`src/hw/rtl/time_decayed_density_counter_macros.svh`:
```
// ----------------------------------------------------------------------------
// time_decayed_density_counter_macros
// assertion macros used by the density counter core (tdd_core)
// ----------------------------------------------------------------------------
`ifndef TIME_DECAYED_DENSITY_COUNTER_MACROS_SVH
`define TIME_DECAYED_DENSITY_COUNTER_MACROS_SVH

`ifndef NO_ASSERTIONS

// same-cycle implication
`define TDD_ASSERT_IMPL(label, clk, rst_n, ante, cons) \
  label: assert property (@(posedge clk) disable iff (!rst_n) (ante) |-> (cons)) \
    else $error("tdd assertion failed");

// next-cycle implication
`define TDD_ASSERT_NEXT(label, clk, rst_n, ante, cons) \
  label: assert property (@(posedge clk) disable iff (!rst_n) (ante) |=> (cons)) \
    else $error("tdd assertion failed");

`else

`define TDD_ASSERT_IMPL(label, clk, rst_n, ante, cons)
`define TDD_ASSERT_NEXT(label, clk, rst_n, ante, cons)

`endif

`endif

```
`src/hw/rtl/tdd_pkg.sv`:
```
// ----------------------------------------------------------------------------
// tdd_pkg
// shared constants and types of the time-decayed density counter
// ----------------------------------------------------------------------------
package tdd_pkg;

  // default parameter values
  localparam int unsigned TIME_BITS_DEF        = 32;
  localparam int unsigned FACTOR_FRAC_BITS_DEF = 16;

  // fixed record increment position, Q16.16 density
  localparam int unsigned DENSITY_FRAC_BITS = 16;

  // field widths
  localparam int unsigned TIME_NOW_W   = 32;
  localparam int unsigned DENSITY_W    = 32;
  localparam int unsigned FACTOR_REG_W = 16;

  // register file
  localparam logic [FACTOR_REG_W-1:0] FACTOR_RST = 16'd65405;
  localparam int unsigned APB_ADDR_W  = 3;
  localparam int unsigned APB_DATA_W  = 32;
  localparam int unsigned REG_IDX_LSB = 2;
  localparam logic        REG_FACTOR  = 1'b0;

  // sequencer states
  typedef enum logic [1:0] {
    S_IDLE,
    S_POW,
    S_SCALE,
    S_DONE
  } tdd_state_e;

endpackage

```
`src/hw/rtl/tdd_in_if.sv`:
```
// ----------------------------------------------------------------------------
// tdd_in_if
// input item channel: command and timestamp
// ----------------------------------------------------------------------------
interface tdd_in_if;
  logic                            valid;
  logic                            ready;
  logic                            cmd;
  logic [tdd_pkg::TIME_NOW_W-1:0]  tstamp;

  modport source (output valid, output cmd, output tstamp, input ready);
  modport sink   (input valid, input cmd, input tstamp, output ready);
endinterface

```
`src/hw/rtl/tdd_out_if.sv`:
```
// ----------------------------------------------------------------------------
// tdd_out_if
// result channel: density and saturation flag
// ----------------------------------------------------------------------------
interface tdd_out_if;
  logic                           valid;
  logic                           ready;
  logic [tdd_pkg::DENSITY_W-1:0]  density_out;
  logic                           saturated;

  modport source (output valid, output density_out, output saturated, input ready);
  modport sink   (input valid, input density_out, input saturated, output ready);
endinterface

```
`src/hw/rtl/time_decayed_density_counter.sv`:
```
// ----------------------------------------------------------------------------
// time_decayed_density_counter
// exponentially decayed event density with apb-programmable decay factor
// ----------------------------------------------------------------------------
// Each input beat carries a timestamp and a command (decay only, or decay and
// add one record). The block raises the Q0.16 decay factor to the elapsed
// time (timestamp minus last timestamp, modulo 2^TIME_BITS) by square-and-
// multiply with truncation, scales the stored Q16.16 density by it, adds 1.0
// on a record, clamps at all ones and returns one result beat. All products
// go through a single multiplier, one per cycle, so the input is not ready
// again until an item has passed through the power, scale and result
// steps. A finished result waits in an output register while the next item
// is accepted. The user must write the decay factor only while the block
// is idle; the block itself does not enforce this.
// ----------------------------------------------------------------------------
module time_decayed_density_counter #(
  parameter int unsigned TIME_BITS        = tdd_pkg::TIME_BITS_DEF,
  parameter int unsigned FACTOR_FRAC_BITS = tdd_pkg::FACTOR_FRAC_BITS_DEF
) (
  input  logic                            clk_i,
  input  logic                            rst_ni,
  input  logic                            psel,
  input  logic                            penable,
  input  logic                            pwrite,
  input  logic [tdd_pkg::APB_ADDR_W-1:0]  paddr,
  input  logic [tdd_pkg::APB_DATA_W-1:0]  pwdata,
  output logic [tdd_pkg::APB_DATA_W-1:0]  prdata,
  output logic                            pready,
  tdd_in_if.sink                          item_i,
  tdd_out_if.source                       result_o
);

  logic [tdd_pkg::FACTOR_REG_W-1:0] factor_val;

  // configuration registers
  tdd_apb u_apb (
    .clk_i    (clk_i),
    .rst_ni   (rst_ni),
    .psel     (psel),
    .penable  (penable),
    .pwrite   (pwrite),
    .paddr    (paddr),
    .pwdata   (pwdata),
    .prdata   (prdata),
    .pready   (pready),
    .factor_o (factor_val)
  );

  // decay sequencer and shared multiplier
  tdd_core #(
    .TIME_BITS        (TIME_BITS),
    .FACTOR_FRAC_BITS (FACTOR_FRAC_BITS)
  ) u_core (
    .clk_i    (clk_i),
    .rst_ni   (rst_ni),
    .factor_i (factor_val),
    .item_i   (item_i),
    .result_o (result_o)
  );

endmodule

```
`src/hw/rtl/tdd_apb.sv`:
```
// ----------------------------------------------------------------------------
// tdd_apb
// apb register slice holding the decay factor
// ----------------------------------------------------------------------------
module tdd_apb (
  input  logic                              clk_i,
  input  logic                              rst_ni,
  input  logic                              psel,
  input  logic                              penable,
  input  logic                              pwrite,
  input  logic [tdd_pkg::APB_ADDR_W-1:0]    paddr,
  input  logic [tdd_pkg::APB_DATA_W-1:0]    pwdata,
  output logic [tdd_pkg::APB_DATA_W-1:0]    prdata,
  output logic                              pready,
  output logic [tdd_pkg::FACTOR_REG_W-1:0]  factor_o
);

  logic [tdd_pkg::FACTOR_REG_W-1:0] decay_q, decay_d;
  logic                             hit;

  // address decode
  assign hit = (paddr[tdd_pkg::REG_IDX_LSB] == tdd_pkg::REG_FACTOR);

  // write on the access phase
  always_comb begin
    decay_d = decay_q;
    if (psel && penable && pwrite && hit) begin
      decay_d = pwdata[tdd_pkg::FACTOR_REG_W-1:0];
    end
  end

  always_ff @(posedge clk_i or negedge rst_ni) begin
    if (!rst_ni) begin
      decay_q <= tdd_pkg::FACTOR_RST;
    end else begin
      decay_q <= decay_d;
    end
  end

  // read back
  assign prdata = hit ? tdd_pkg::APB_DATA_W'(decay_q) : '0;
  assign pready = 1'b1;

  assign factor_o = decay_q;

endmodule

```
`src/hw/rtl/tdd_mul.sv`:
```
// ----------------------------------------------------------------------------
// tdd_mul
// shared multiplier with truncating fixed-point rescale
// ----------------------------------------------------------------------------
module tdd_mul #(
  parameter int unsigned FACTOR_FRAC_BITS = tdd_pkg::FACTOR_FRAC_BITS_DEF,
  parameter int unsigned A_W              = tdd_pkg::DENSITY_W
) (
  input  logic [A_W-1:0]              a_i,
  input  logic [FACTOR_FRAC_BITS:0]   b_i,
  output logic [A_W-1:0]              p_o
);

  localparam int unsigned B_W    = FACTOR_FRAC_BITS + 1;
  localparam int unsigned PROD_W = A_W + B_W;

  logic [PROD_W-1:0] prod;

  // full product, then drop the fraction bits of the factor
  assign prod = PROD_W'(a_i) * PROD_W'(b_i);
  assign p_o  = prod[FACTOR_FRAC_BITS +: A_W];

endmodule

```
`src/hw/rtl/tdd_core.sv`:
```
// ----------------------------------------------------------------------------
// tdd_core
// sequencer: square-and-multiply power, density scale, record and saturate
// ----------------------------------------------------------------------------
`include "time_decayed_density_counter_macros.svh"

module tdd_core #(
  parameter int unsigned TIME_BITS        = tdd_pkg::TIME_BITS_DEF,
  parameter int unsigned FACTOR_FRAC_BITS = tdd_pkg::FACTOR_FRAC_BITS_DEF
) (
  input  logic                             clk_i,
  input  logic                             rst_ni,
  input  logic [tdd_pkg::FACTOR_REG_W-1:0] factor_i,
  tdd_in_if.sink                           item_i,
  tdd_out_if.source                        result_o
);

  localparam int unsigned F       = FACTOR_FRAC_BITS;
  localparam int unsigned DW      = tdd_pkg::DENSITY_W;
  localparam int unsigned STORE_W = (TIME_BITS < tdd_pkg::TIME_NOW_W) ?
                                    TIME_BITS : tdd_pkg::TIME_NOW_W;
  localparam int unsigned A_W     = (F + 1 > DW) ? F + 1 : DW;
  localparam int unsigned SUM_W   = DW + 2;

  tdd_pkg::tdd_state_e state_q, state_d;

  logic [TIME_BITS-1:0] elapsed_q, elapsed_d;
  logic [STORE_W-1:0]   last_q, last_d;
  logic [F-1:0]         base_q, base_d;
  logic [F:0]           pow_q, pow_d;
  logic                 cmd_q, cmd_d;
  logic [DW-1:0]        dens_q, dens_d;
  logic [DW-1:0]        scaled_q, scaled_d;
  logic                 out_valid_q, out_valid_d;
  logic [DW-1:0]        out_dens_q, out_dens_d;
  logic                 out_sat_q, out_sat_d;

  logic [STORE_W-1:0]   now_t;
  logic [F-1:0]         base_init;
  logic [F:0]           pow_one;
  logic [A_W-1:0]       mul_a;
  logic [F:0]           mul_b;
  logic [A_W-1:0]       mul_p;
  logic [SUM_W-1:0]     rec_inc;
  logic [SUM_W-1:0]     sum;
  logic                 sat;

  assign now_t   = item_i.tstamp[STORE_W-1:0];
  assign pow_one = {1'b1, {F{1'b0}}};

  // factor register bits that fall inside the fraction
  if (F >= tdd_pkg::FACTOR_REG_W) begin : g_base_wide
    assign base_init = F'(factor_i);
  end else begin : g_base_narrow
    assign base_init = factor_i[F-1:0];
  end

  // shared multiply unit
  tdd_mul #(
    .FACTOR_FRAC_BITS (F),
    .A_W              (A_W)
  ) u_mul (
    .a_i (mul_a),
    .b_i (mul_b),
    .p_o (mul_p)
  );

  // record increment and clamp
  assign rec_inc = cmd_q ? (SUM_W'(1) << tdd_pkg::DENSITY_FRAC_BITS) : '0;
  assign sum     = SUM_W'(scaled_q) + rec_inc;
  assign sat     = (sum >= SUM_W'({DW{1'b1}}));

  // next state and datapath
  always_comb begin
    state_d     = state_q;
    elapsed_d   = elapsed_q;
    last_d      = last_q;
    base_d      = base_q;
    pow_d       = pow_q;
    cmd_d       = cmd_q;
    dens_d      = dens_q;
    scaled_d    = scaled_q;
    out_valid_d = out_valid_q;
    out_dens_d  = out_dens_q;
    out_sat_d   = out_sat_q;
    mul_a       = '0;
    mul_b       = '0;

    // result beat taken
    if (out_valid_q && result_o.ready) begin
      out_valid_d = 1'b0;
    end

    unique case (state_q)
      tdd_pkg::S_IDLE: begin
        if (item_i.valid) begin
          elapsed_d = TIME_BITS'(now_t) - TIME_BITS'(last_q);
          last_d    = now_t;
          base_d    = base_init;
          pow_d     = pow_one;
          cmd_d     = item_i.cmd;
          state_d   = tdd_pkg::S_POW;
        end
      end
      tdd_pkg::S_POW: begin
        if (elapsed_q == '0) begin
          state_d = tdd_pkg::S_SCALE;
        end else if (elapsed_q[0]) begin
          // fold the current base into the power
          mul_a        = A_W'(pow_q);
          mul_b        = (F + 1)'(base_q);
          pow_d        = mul_p[F:0];
          elapsed_d[0] = 1'b0;
        end else begin
          // square the base, move to the next exponent bit
          mul_a     = A_W'(base_q);
          mul_b     = (F + 1)'(base_q);
          base_d    = mul_p[F-1:0];
          elapsed_d = elapsed_q >> 1;
        end
      end
      tdd_pkg::S_SCALE: begin
        mul_a    = A_W'(dens_q);
        mul_b    = pow_q;
        scaled_d = mul_p[DW-1:0];
        state_d  = tdd_pkg::S_DONE;
      end
      tdd_pkg::S_DONE: begin
        if (!out_valid_q || result_o.ready) begin
          dens_d      = sat ? {DW{1'b1}} : sum[DW-1:0];
          out_dens_d  = sat ? {DW{1'b1}} : sum[DW-1:0];
          out_sat_d   = sat;
          out_valid_d = 1'b1;
          state_d     = tdd_pkg::S_IDLE;
        end
      end
    endcase
  end

  // control state and stored density
  always_ff @(posedge clk_i or negedge rst_ni) begin
    if (!rst_ni) begin
      state_q     <= tdd_pkg::S_IDLE;
      out_valid_q <= 1'b0;
      dens_q      <= '0;
      last_q      <= '0;
    end else begin
      state_q     <= state_d;
      out_valid_q <= out_valid_d;
      dens_q      <= dens_d;
      last_q      <= last_d;
    end
  end

  // working registers
  always_ff @(posedge clk_i) begin
    elapsed_q  <= elapsed_d;
    base_q     <= base_d;
    pow_q      <= pow_d;
    cmd_q      <= cmd_d;
    scaled_q   <= scaled_d;
    out_dens_q <= out_dens_d;
    out_sat_q  <= out_sat_d;
  end

  // channel outputs
  assign item_i.ready         = (state_q == tdd_pkg::S_IDLE);
  assign result_o.valid       = out_valid_q;
  assign result_o.density_out = out_dens_q;
  assign result_o.saturated   = out_sat_q;

  // checks
  `TDD_ASSERT_NEXT(a_accept_starts_pow, clk_i, rst_ni, item_i.valid && item_i.ready, state_q == tdd_pkg::S_POW)
  `TDD_ASSERT_IMPL(a_scale_after_pow, clk_i, rst_ni, state_q == tdd_pkg::S_SCALE, elapsed_q == '0)
  `TDD_ASSERT_IMPL(a_pow_at_most_one, clk_i, rst_ni, state_q == tdd_pkg::S_POW, pow_q <= pow_one)
  `TDD_ASSERT_IMPL(a_sat_means_max, clk_i, rst_ni, out_valid_q && out_sat_q, out_dens_q == {DW{1'b1}})

endmodule
```
`src/flat_wrapper.sv`:
```
// flat-port wrapper written by rule: the top's interface ports become plain ports
module time_decayed_density_counter_flat 
#(
  parameter int unsigned TIME_BITS        = tdd_pkg::TIME_BITS_DEF,
  parameter int unsigned FACTOR_FRAC_BITS = tdd_pkg::FACTOR_FRAC_BITS_DEF
)
  (clk_i, rst_ni, psel, penable, pwrite, paddr, pwdata, prdata, pready, item_i_valid, item_i_cmd, item_i_tstamp, item_i_ready, result_o_valid, result_o_density_out, result_o_saturated, result_o_ready);
  tdd_in_if item_i_i ();
  tdd_out_if result_o_i ();
  input  logic clk_i;
  input  logic rst_ni;
  input  logic psel;
  input  logic penable;
  input  logic pwrite;
  input  logic [tdd_pkg::APB_ADDR_W-1:0] paddr;
  input  logic [tdd_pkg::APB_DATA_W-1:0] pwdata;
  output logic [tdd_pkg::APB_DATA_W-1:0] prdata;
  output logic pready;
  input wire logic [$bits(item_i_i.valid)-1:0] item_i_valid;
  input wire logic [$bits(item_i_i.cmd)-1:0] item_i_cmd;
  input wire logic [$bits(item_i_i.tstamp)-1:0] item_i_tstamp;
  output wire logic [$bits(item_i_i.ready)-1:0] item_i_ready;
  output wire logic [$bits(result_o_i.valid)-1:0] result_o_valid;
  output wire logic [$bits(result_o_i.density_out)-1:0] result_o_density_out;
  output wire logic [$bits(result_o_i.saturated)-1:0] result_o_saturated;
  input wire logic [$bits(result_o_i.ready)-1:0] result_o_ready;
  assign item_i_i.valid = item_i_valid;
  assign item_i_i.cmd = item_i_cmd;
  assign item_i_i.tstamp = item_i_tstamp;
  assign item_i_ready = item_i_i.ready;
  assign result_o_valid = result_o_i.valid;
  assign result_o_density_out = result_o_i.density_out;
  assign result_o_saturated = result_o_i.saturated;
  assign result_o_i.ready = result_o_ready;
  time_decayed_density_counter #(.TIME_BITS(TIME_BITS), .FACTOR_FRAC_BITS(FACTOR_FRAC_BITS)) u_core (.clk_i(clk_i), .rst_ni(rst_ni), .psel(psel), .penable(penable), .pwrite(pwrite), .paddr(paddr), .pwdata(pwdata), .prdata(prdata), .pready(pready), .item_i(item_i_i), .result_o(result_o_i));
endmodule
```
`config.mk`:
```
export PLATFORM = sky130hd
export DESIGN_NAME = time_decayed_density_counter_flat
export DESIGN_NICKNAME = d
export VERILOG_FILES = /design/src/hw/rtl/tdd_pkg.sv /design/src/hw/rtl/tdd_in_if.sv /design/src/hw/rtl/tdd_out_if.sv /design/src/hw/rtl/time_decayed_density_counter.sv /design/src/hw/rtl/tdd_apb.sv /design/src/hw/rtl/tdd_mul.sv /design/src/hw/rtl/tdd_core.sv /design/src/flat_wrapper.sv
export VERILOG_INCLUDE_DIRS = /design/src /design/src/hw/rtl
export SDC_FILE = /design/constraint.sdc
export NUM_CORES = 2
export LEC_CHECK = 0
export BUFFER_PORTS_ARGS = -buffer_cell sky130_fd_sc_hd__buf_2
export CORE_ASPECT_RATIO = 0.5
export CORE_MARGIN = 5
export CORE_UTILIZATION = 39
export DETAILED_ROUTE_END_ITERATION = 10
export PLACE_DENSITY = 0.67
export SETUP_SLACK_MARGIN = 0.4
export SLEW_MARGIN = 0
export SYNTH_ARGS = -nofsm -noshare
export SYNTH_HDL_FRONTEND = slang
export SYNTH_HIERARCHICAL = 1
export SYNTH_SLANG_ARGS = --single-unit
```
`constraint.sdc`:
```
create_clock -name clk_i -period 13.6 [get_ports clk_i]
set_input_delay 0.68 -clock clk_i [delete_from_list [all_inputs] [get_ports clk_i]]
set_output_delay 0.68 -clock clk_i [all_outputs]
set_load 0.05 [all_outputs]
```
== After elaboration in Yosys (flattened, before gate mapping) ==
Index checks and enable logic that the tools add are counted.
Storage, ports and cells
  logic and storage cells: 70
  bits of input ports: 75
  bits in registers: 214
  output and inout bits: 68
Operators by class
  add/sub/neg operators: 2
  eq/ne operators: 9
  reductions and logical operators: 15
  $mul: 1
  multiplexer cells: 28
  bitwise operators: 1
  $lt $le $gt $ge: 1
Operator list (count)
  case mux 32 bit (2 select lines): 2
  2-to-1 mux 17 bit: 6
  2-to-1 mux 32 bit: 3
  2-to-1 mux 16 bit: 5
  case mux 17 bit (2 select lines): 2
  multiplier 32 x 17 -> 48 bit: 1
  adder 32 x 17 -> 33 bit: 1
  >= comparator 33 x 32 -> 1 bit (second input constant): 1
  zero test 32 bit: 1
  case mux 16 bit (2 select lines): 1
  subtractor 32 bit: 1
  2-to-1 mux 31 bit: 1
  != test 2 bit (second input constant): 6
  case mux 2 bit (4 select lines): 1
  AND reduction 4 bit: 2
  2-to-1 mux 2 bit: 3
  AND reduction 3 bit: 2
  == test 2 bit (second input constant): 2
  logical AND 1 bit: 4
  2-to-1 mux 1 bit: 4
  AND reduction 2 bit: 2
  == test 2 x 1 -> 1 bit (second input constant): 1
  zero test 2 bit: 1
  nonzero test 2 bit: 1
  3 further kinds: 3

== Longest topological paths before layout ==
  word-level depth: 7
  depth in mapped cells: 33
  gate-level depth less buffers: 30

== Hierarchy ==
Netlist, hierarchy kept.
By module, submodules not included
  tdd_mul: seq. area each 0.0 um^2, cells each 2000, area an instance 17047.6 um^2, instances 1
  tdd_core: seq. area each 5610.4 um^2, cells each 1015, area an instance 10495.1 um^2, instances 1
  tdd_apb: seq. area each 417.9 um^2, cells each 70, area an instance 917.1 um^2, instances 1

== Worst setup path after synthesis ==
Ideal clock, no wire load.
  path type: register -> register
  from: register u_core.u_core.state_q[0]
  to: register u_core.u_core.scaled_q[28] (data pin)
  data arrival time: 7.672 ns
  data required time: 13.327 ns
  path slack: 5.655 ns
  library setup time: 0.273 ns
  buffers on the path: 5
  period minus slack after synthesis: 7.945 ns
  stages on the path, launching flop included: 30
  cell sequence: dfrtp_1 inv_1 ha_1 clkbuf_1 clkbuf_1 and2_1 clkbuf_1 clkbuf_1 nand2_1 fa_1 inv_1 fa_1 inv_1 fa_1 inv_1 fa_1 fa_1 inv_1 fa_1 inv_1 ha_1 clkbuf_1 nand2_1 nor2_1 nand3_1 nor4_1 nand2_1 a311o_1 mux2i_1 o2111ai_1
Between the ends
  longest elaborated chain between the ends: 3
  elaborated cells on any way between the ends: 5
  those cells by class: mul: 1; eq/ne: 2; mux: 2
RTL lines
  start, declared: line tdd_core.sv:25  | tdd_pkg::tdd_state_e state_q, state_d;
  start signal, assigned: line tdd_core.sv:143  | state_q <= tdd_pkg::S_IDLE;
  start signal, assigned: line tdd_core.sv:148  | state_q <= state_d;
  == test 2 bit or == test 2 x 1 -> 1 bit (tied branches): line tdd_core.sv:94  | unique case (state_q)
  case mux 32 bit (2 select lines) (*): line tdd_core.sv:94
  named net u_core.u_core.mul_a[29]: line tdd_core.sv:41  | logic [A_W-1:0] mul_a;
  multiplier 32 x 17 -> 48 bit (*): line tdd_mul.sv:20  | assign prod = PROD_W'(a_i) * PROD_W'(b_i);
  named net u_core.u_core.mul_p[28]: line tdd_core.sv:43  | logic [A_W-1:0] mul_p;
  end signal, assigned: line tdd_core.sv:161  | scaled_q <= scaled_d;
  end, declared: line tdd_core.sv:33  | logic [DW-1:0] scaled_q, scaled_d;
Mark *: on every way through the listed nets, which the timed path passes. The rest lies on a longest branch.
A chain may end at the register's enable or synchronous reset.

== Final worst setup path ==
  from: register u_core.u_core.state_q[1]
  to: register u_core.u_core.scaled_q[31] (data pin)
Same word-level chain as after synthesis.

==> metrics.txt <==
CP Data Arrival Time 9.92 ns; VDD IR-drop max 0.000134 V; Core Footprint 72700 µm²; Post-synth EDFFs 131; multi-input logic area 19900 µm²; initial antenna violation count 2; Die Y 201 µm; GPL Wtd Cong 0.884; Final ANT Viol Nets 0; Slew headroom 24.8%; initial core utilization 39.1%; layout cells sized above 1 9.43%; DRC violations left 0; clock sink count 214; # fillers 7051; post-layout net count 3773; status complete, no violations; Synth cell types 88; Area growth, synth to finish 8.45%; maxcap violations 0; area occupied by registers 6030 µm²; final worst path period need 9.64 ns; Port Buf Inserts 107; wire per inst 18.0 µm; Setup Skew 0.0473 ns; Worst-path clk slew 0.06 ns; Via density 5.19; Longest Clk Path Bufs 3; total CTS buffers 28; Iter 0 DRT Violations 1452; FP Rows 70; Total Neg Setup Slack 0 ns; top cell type's share of synthesized area 31.4%; Worst Tran Pin Value 1.12 ns; Clock Latency Late Sink 0.59 ns; ys async rst share 38.8%; Seq/Total Area, Yosys 21.2%; antenna cells 0; RSZ-0062 raised after global routing false; Pleak 14.5 nW; WL final 73500 µm; reg2reg path depth 27; critical path class flip-flop to flip-flop; H-tree depth 1; Setup-failing EPs final 0; final cycle utilization of the critical path 70.9%; total vias in the final route 21236; Syn. warnings 6; cell accounting for the most synthesized area fa_1; TritonCTS clock tree yes; chip width 392 µm; Max stage delay on crit path 0.81 ns; CP top delay family adder cells; Detailed Routing Iterations Pass 1 5; stages on the worst setup path 27; Worst setup EP type flip-flop; Total GRT Usage 18.9%; most prevalent standard cell on the critical path fa_1; most common cell after layout, fill and taps aside inv_1; Yosys reg bits 214; Syn Std Cell Area 28500 µm²; clk root buf clkbuf_16; Max Transition Viols Final 0; CP max FO 80; DP HPWL 55600 µm; largest net degree at the start of global routing 81; total power 6.35 mW; CP max-delay cell nor2b_2; Required @ worst endpoint 13.87 ns; GRT Residual Overflow 0; Area contributors post-synth fa_1 (31%), edfxtp_1 (14%), inv_1 (7.3%); first-pass GRT wire length 121000 µm; Final Hold Viols 0; die area 78800 µm²; Syn Area/Cell 9.23 µm²; cells after synthesis 3085; R2R setup slack 3.96 ns; vias in the first global route 22756; maximum clock frequency 104 MHz; most frequent cells in the layout inv_1 (552), nand2_1 (497), fa_1 (447); count of buffer and inverter cells on the critical path 7; Critical Path Start Type flip-flop; Hold Crit Depth 3; worst min path class input port to flip-flop; IO Count 143; Most used DFF post-synth edfxtp_1; Power Density 206 nW/µm²
worst register-to-register path: cells and delay by family (launching register included):
family,cells,cell delay [ns]
DFF,1,0.40
and+or+nand+nor,3,1.19
xor gates and xnor gates,1,0.17
adders and majority gates,8,3.52
AOI/OAI and AO/OA,8,2.35
buffers and inverters,7,1.70
final cells by class:
type	count	share of cell area [%]
multi-input combinational	2166	64.3
sequential	214	19.5
inverter	554	6.74
tap	972	3.94
clock buffer	34	2.44
timing repair buffer	132	2.36
clock inverter	18	0.657
registers in the layout (all words and copies together) (netlist names):
| name | cells |
|---|---|
| u_core/u_core/dens_q | 32 |
| u_core/u_core/elapsed_q | 32 |
| u_core/u_core/last_q | 32 |
| u_core/u_core/result_o.density_out | 32 |
| u_core/u_core/scaled_q | 32 |
| u_core/u_core/pow_q | 17 |
| u_core/u_apb/factor_o | 16 |
| u_core/u_core/base_q | 16 |
| u_core/u_core/state_q | 2 |
| u_core/u_core/cmd_q | 1 |
| u_core/u_core/result_o.saturated | 1 |
| u_core/u_core/result_o.valid | 1 |
power breakdown:
group	internal [mW]	switching, mW	total (mW)
Combinational	1.38	2.81	4.18
Sequential	1.17	0.234	1.41
Clock	0.455	0.300	0.755
Total	3.01	3.34	6.35
cell usage after synthesis (9+ instances only):
cell      instances
nor4_1           14
buf_2             9
nand4_1          28
xnor2_1          30
a22oi_1          33
nor3_1           18
dfstp_2          14
clkbuf_1        131
a21oi_1          99
buf_4            17
mux2_2           26
o21bai_1         10
xor2_1           36
o21ai_0          97
a211oi_1          9
fa_1            447
a31oi_1          22
ha_1            155
mux2_4           10
inv_1           552
nand2_1         497
dfrtp_1          69
and3_1           13
edfxtp_1        131
a21o_1           45
and2_1          244
o31ai_1          10
nand3_1          20
nor2b_1          50
nor2_1          100
nand2b_1         29
logic make-up (layout without fill, tap and decap cells):
family | Yosys count | count (layout) | synth area share (%)
buffers and inverters | 720 | 738 | 9.91
other | 2 | 17 | 0.0264
and+or+nand+nor | 1043 | 1043 | 17.7
xor gates and xnor gates | 66 | 66 | 2.03
AOI/OAI and AO/OA | 399 | 399 | 9.19
muxes | 39 | 39 | 1.67
DFF | 214 | 214 | 21.2
adders and majority gates | 602 | 602 | 38.3
timing repair:
action | CTS | global route
setup buffers | 0 | 0
hold buffers | 1 | 0
gates resized for setup | 0 | 0
endpoints found under the hold margin | 16 | 0
layer usage:
| metal | track usage (%) | vias to the layer above | routed length [µm] |
|---|---|---|---|
| met5 | 0 | - | 0 |
| met4 | 5.79 | 0 | 2150 |
| met3 | 2.57 | 138 | 5020 |
| met2 | 32.5 | 697 | 35500 |
| met1 | 24.8 | 10743 | 30800 |
| li1 | - | 9658 | - |
final timing paths:
check,startpoint,to
min reg2reg,u_core/u_core/dens_q[28],u_core/u_core/dens_q[28]
min in group asynchronous,rst_ni,u_core/u_core/last_q[15]
max in group asynchronous,rst_ni,u_core/u_core/dens_q[22]
min,item_i_tstamp[6],u_core/u_core/last_q[6]
max,u_core/u_core/state_q[1],u_core/u_core/scaled_q[31]
max reg2reg,u_core/u_core/state_q[1],u_core/u_core/scaled_q[31]
metrics by stage:
stage / hold WS (ns) / setup WS [ns] / area (µm²) / instances / utilization (%)
global route: 0.307 / 3.44 / 30900 / 4090 / 42.5
finish: 0.312 / 3.96 / 30900 / 4090 / 42.5
floorplan: 0.384 / 5.66 / 28500 / 3100 / -
detailed placement: 0.464 / 4.08 / 29900 / 4037 / 41.1
global placement: 0.457 / 4.17 / 29900 / 4037 / 41.1
CTS: 0.281 / 4.00 / 30900 / 4090 / 42.5
No activity file was read; power rests on OpenSTA's default activity.
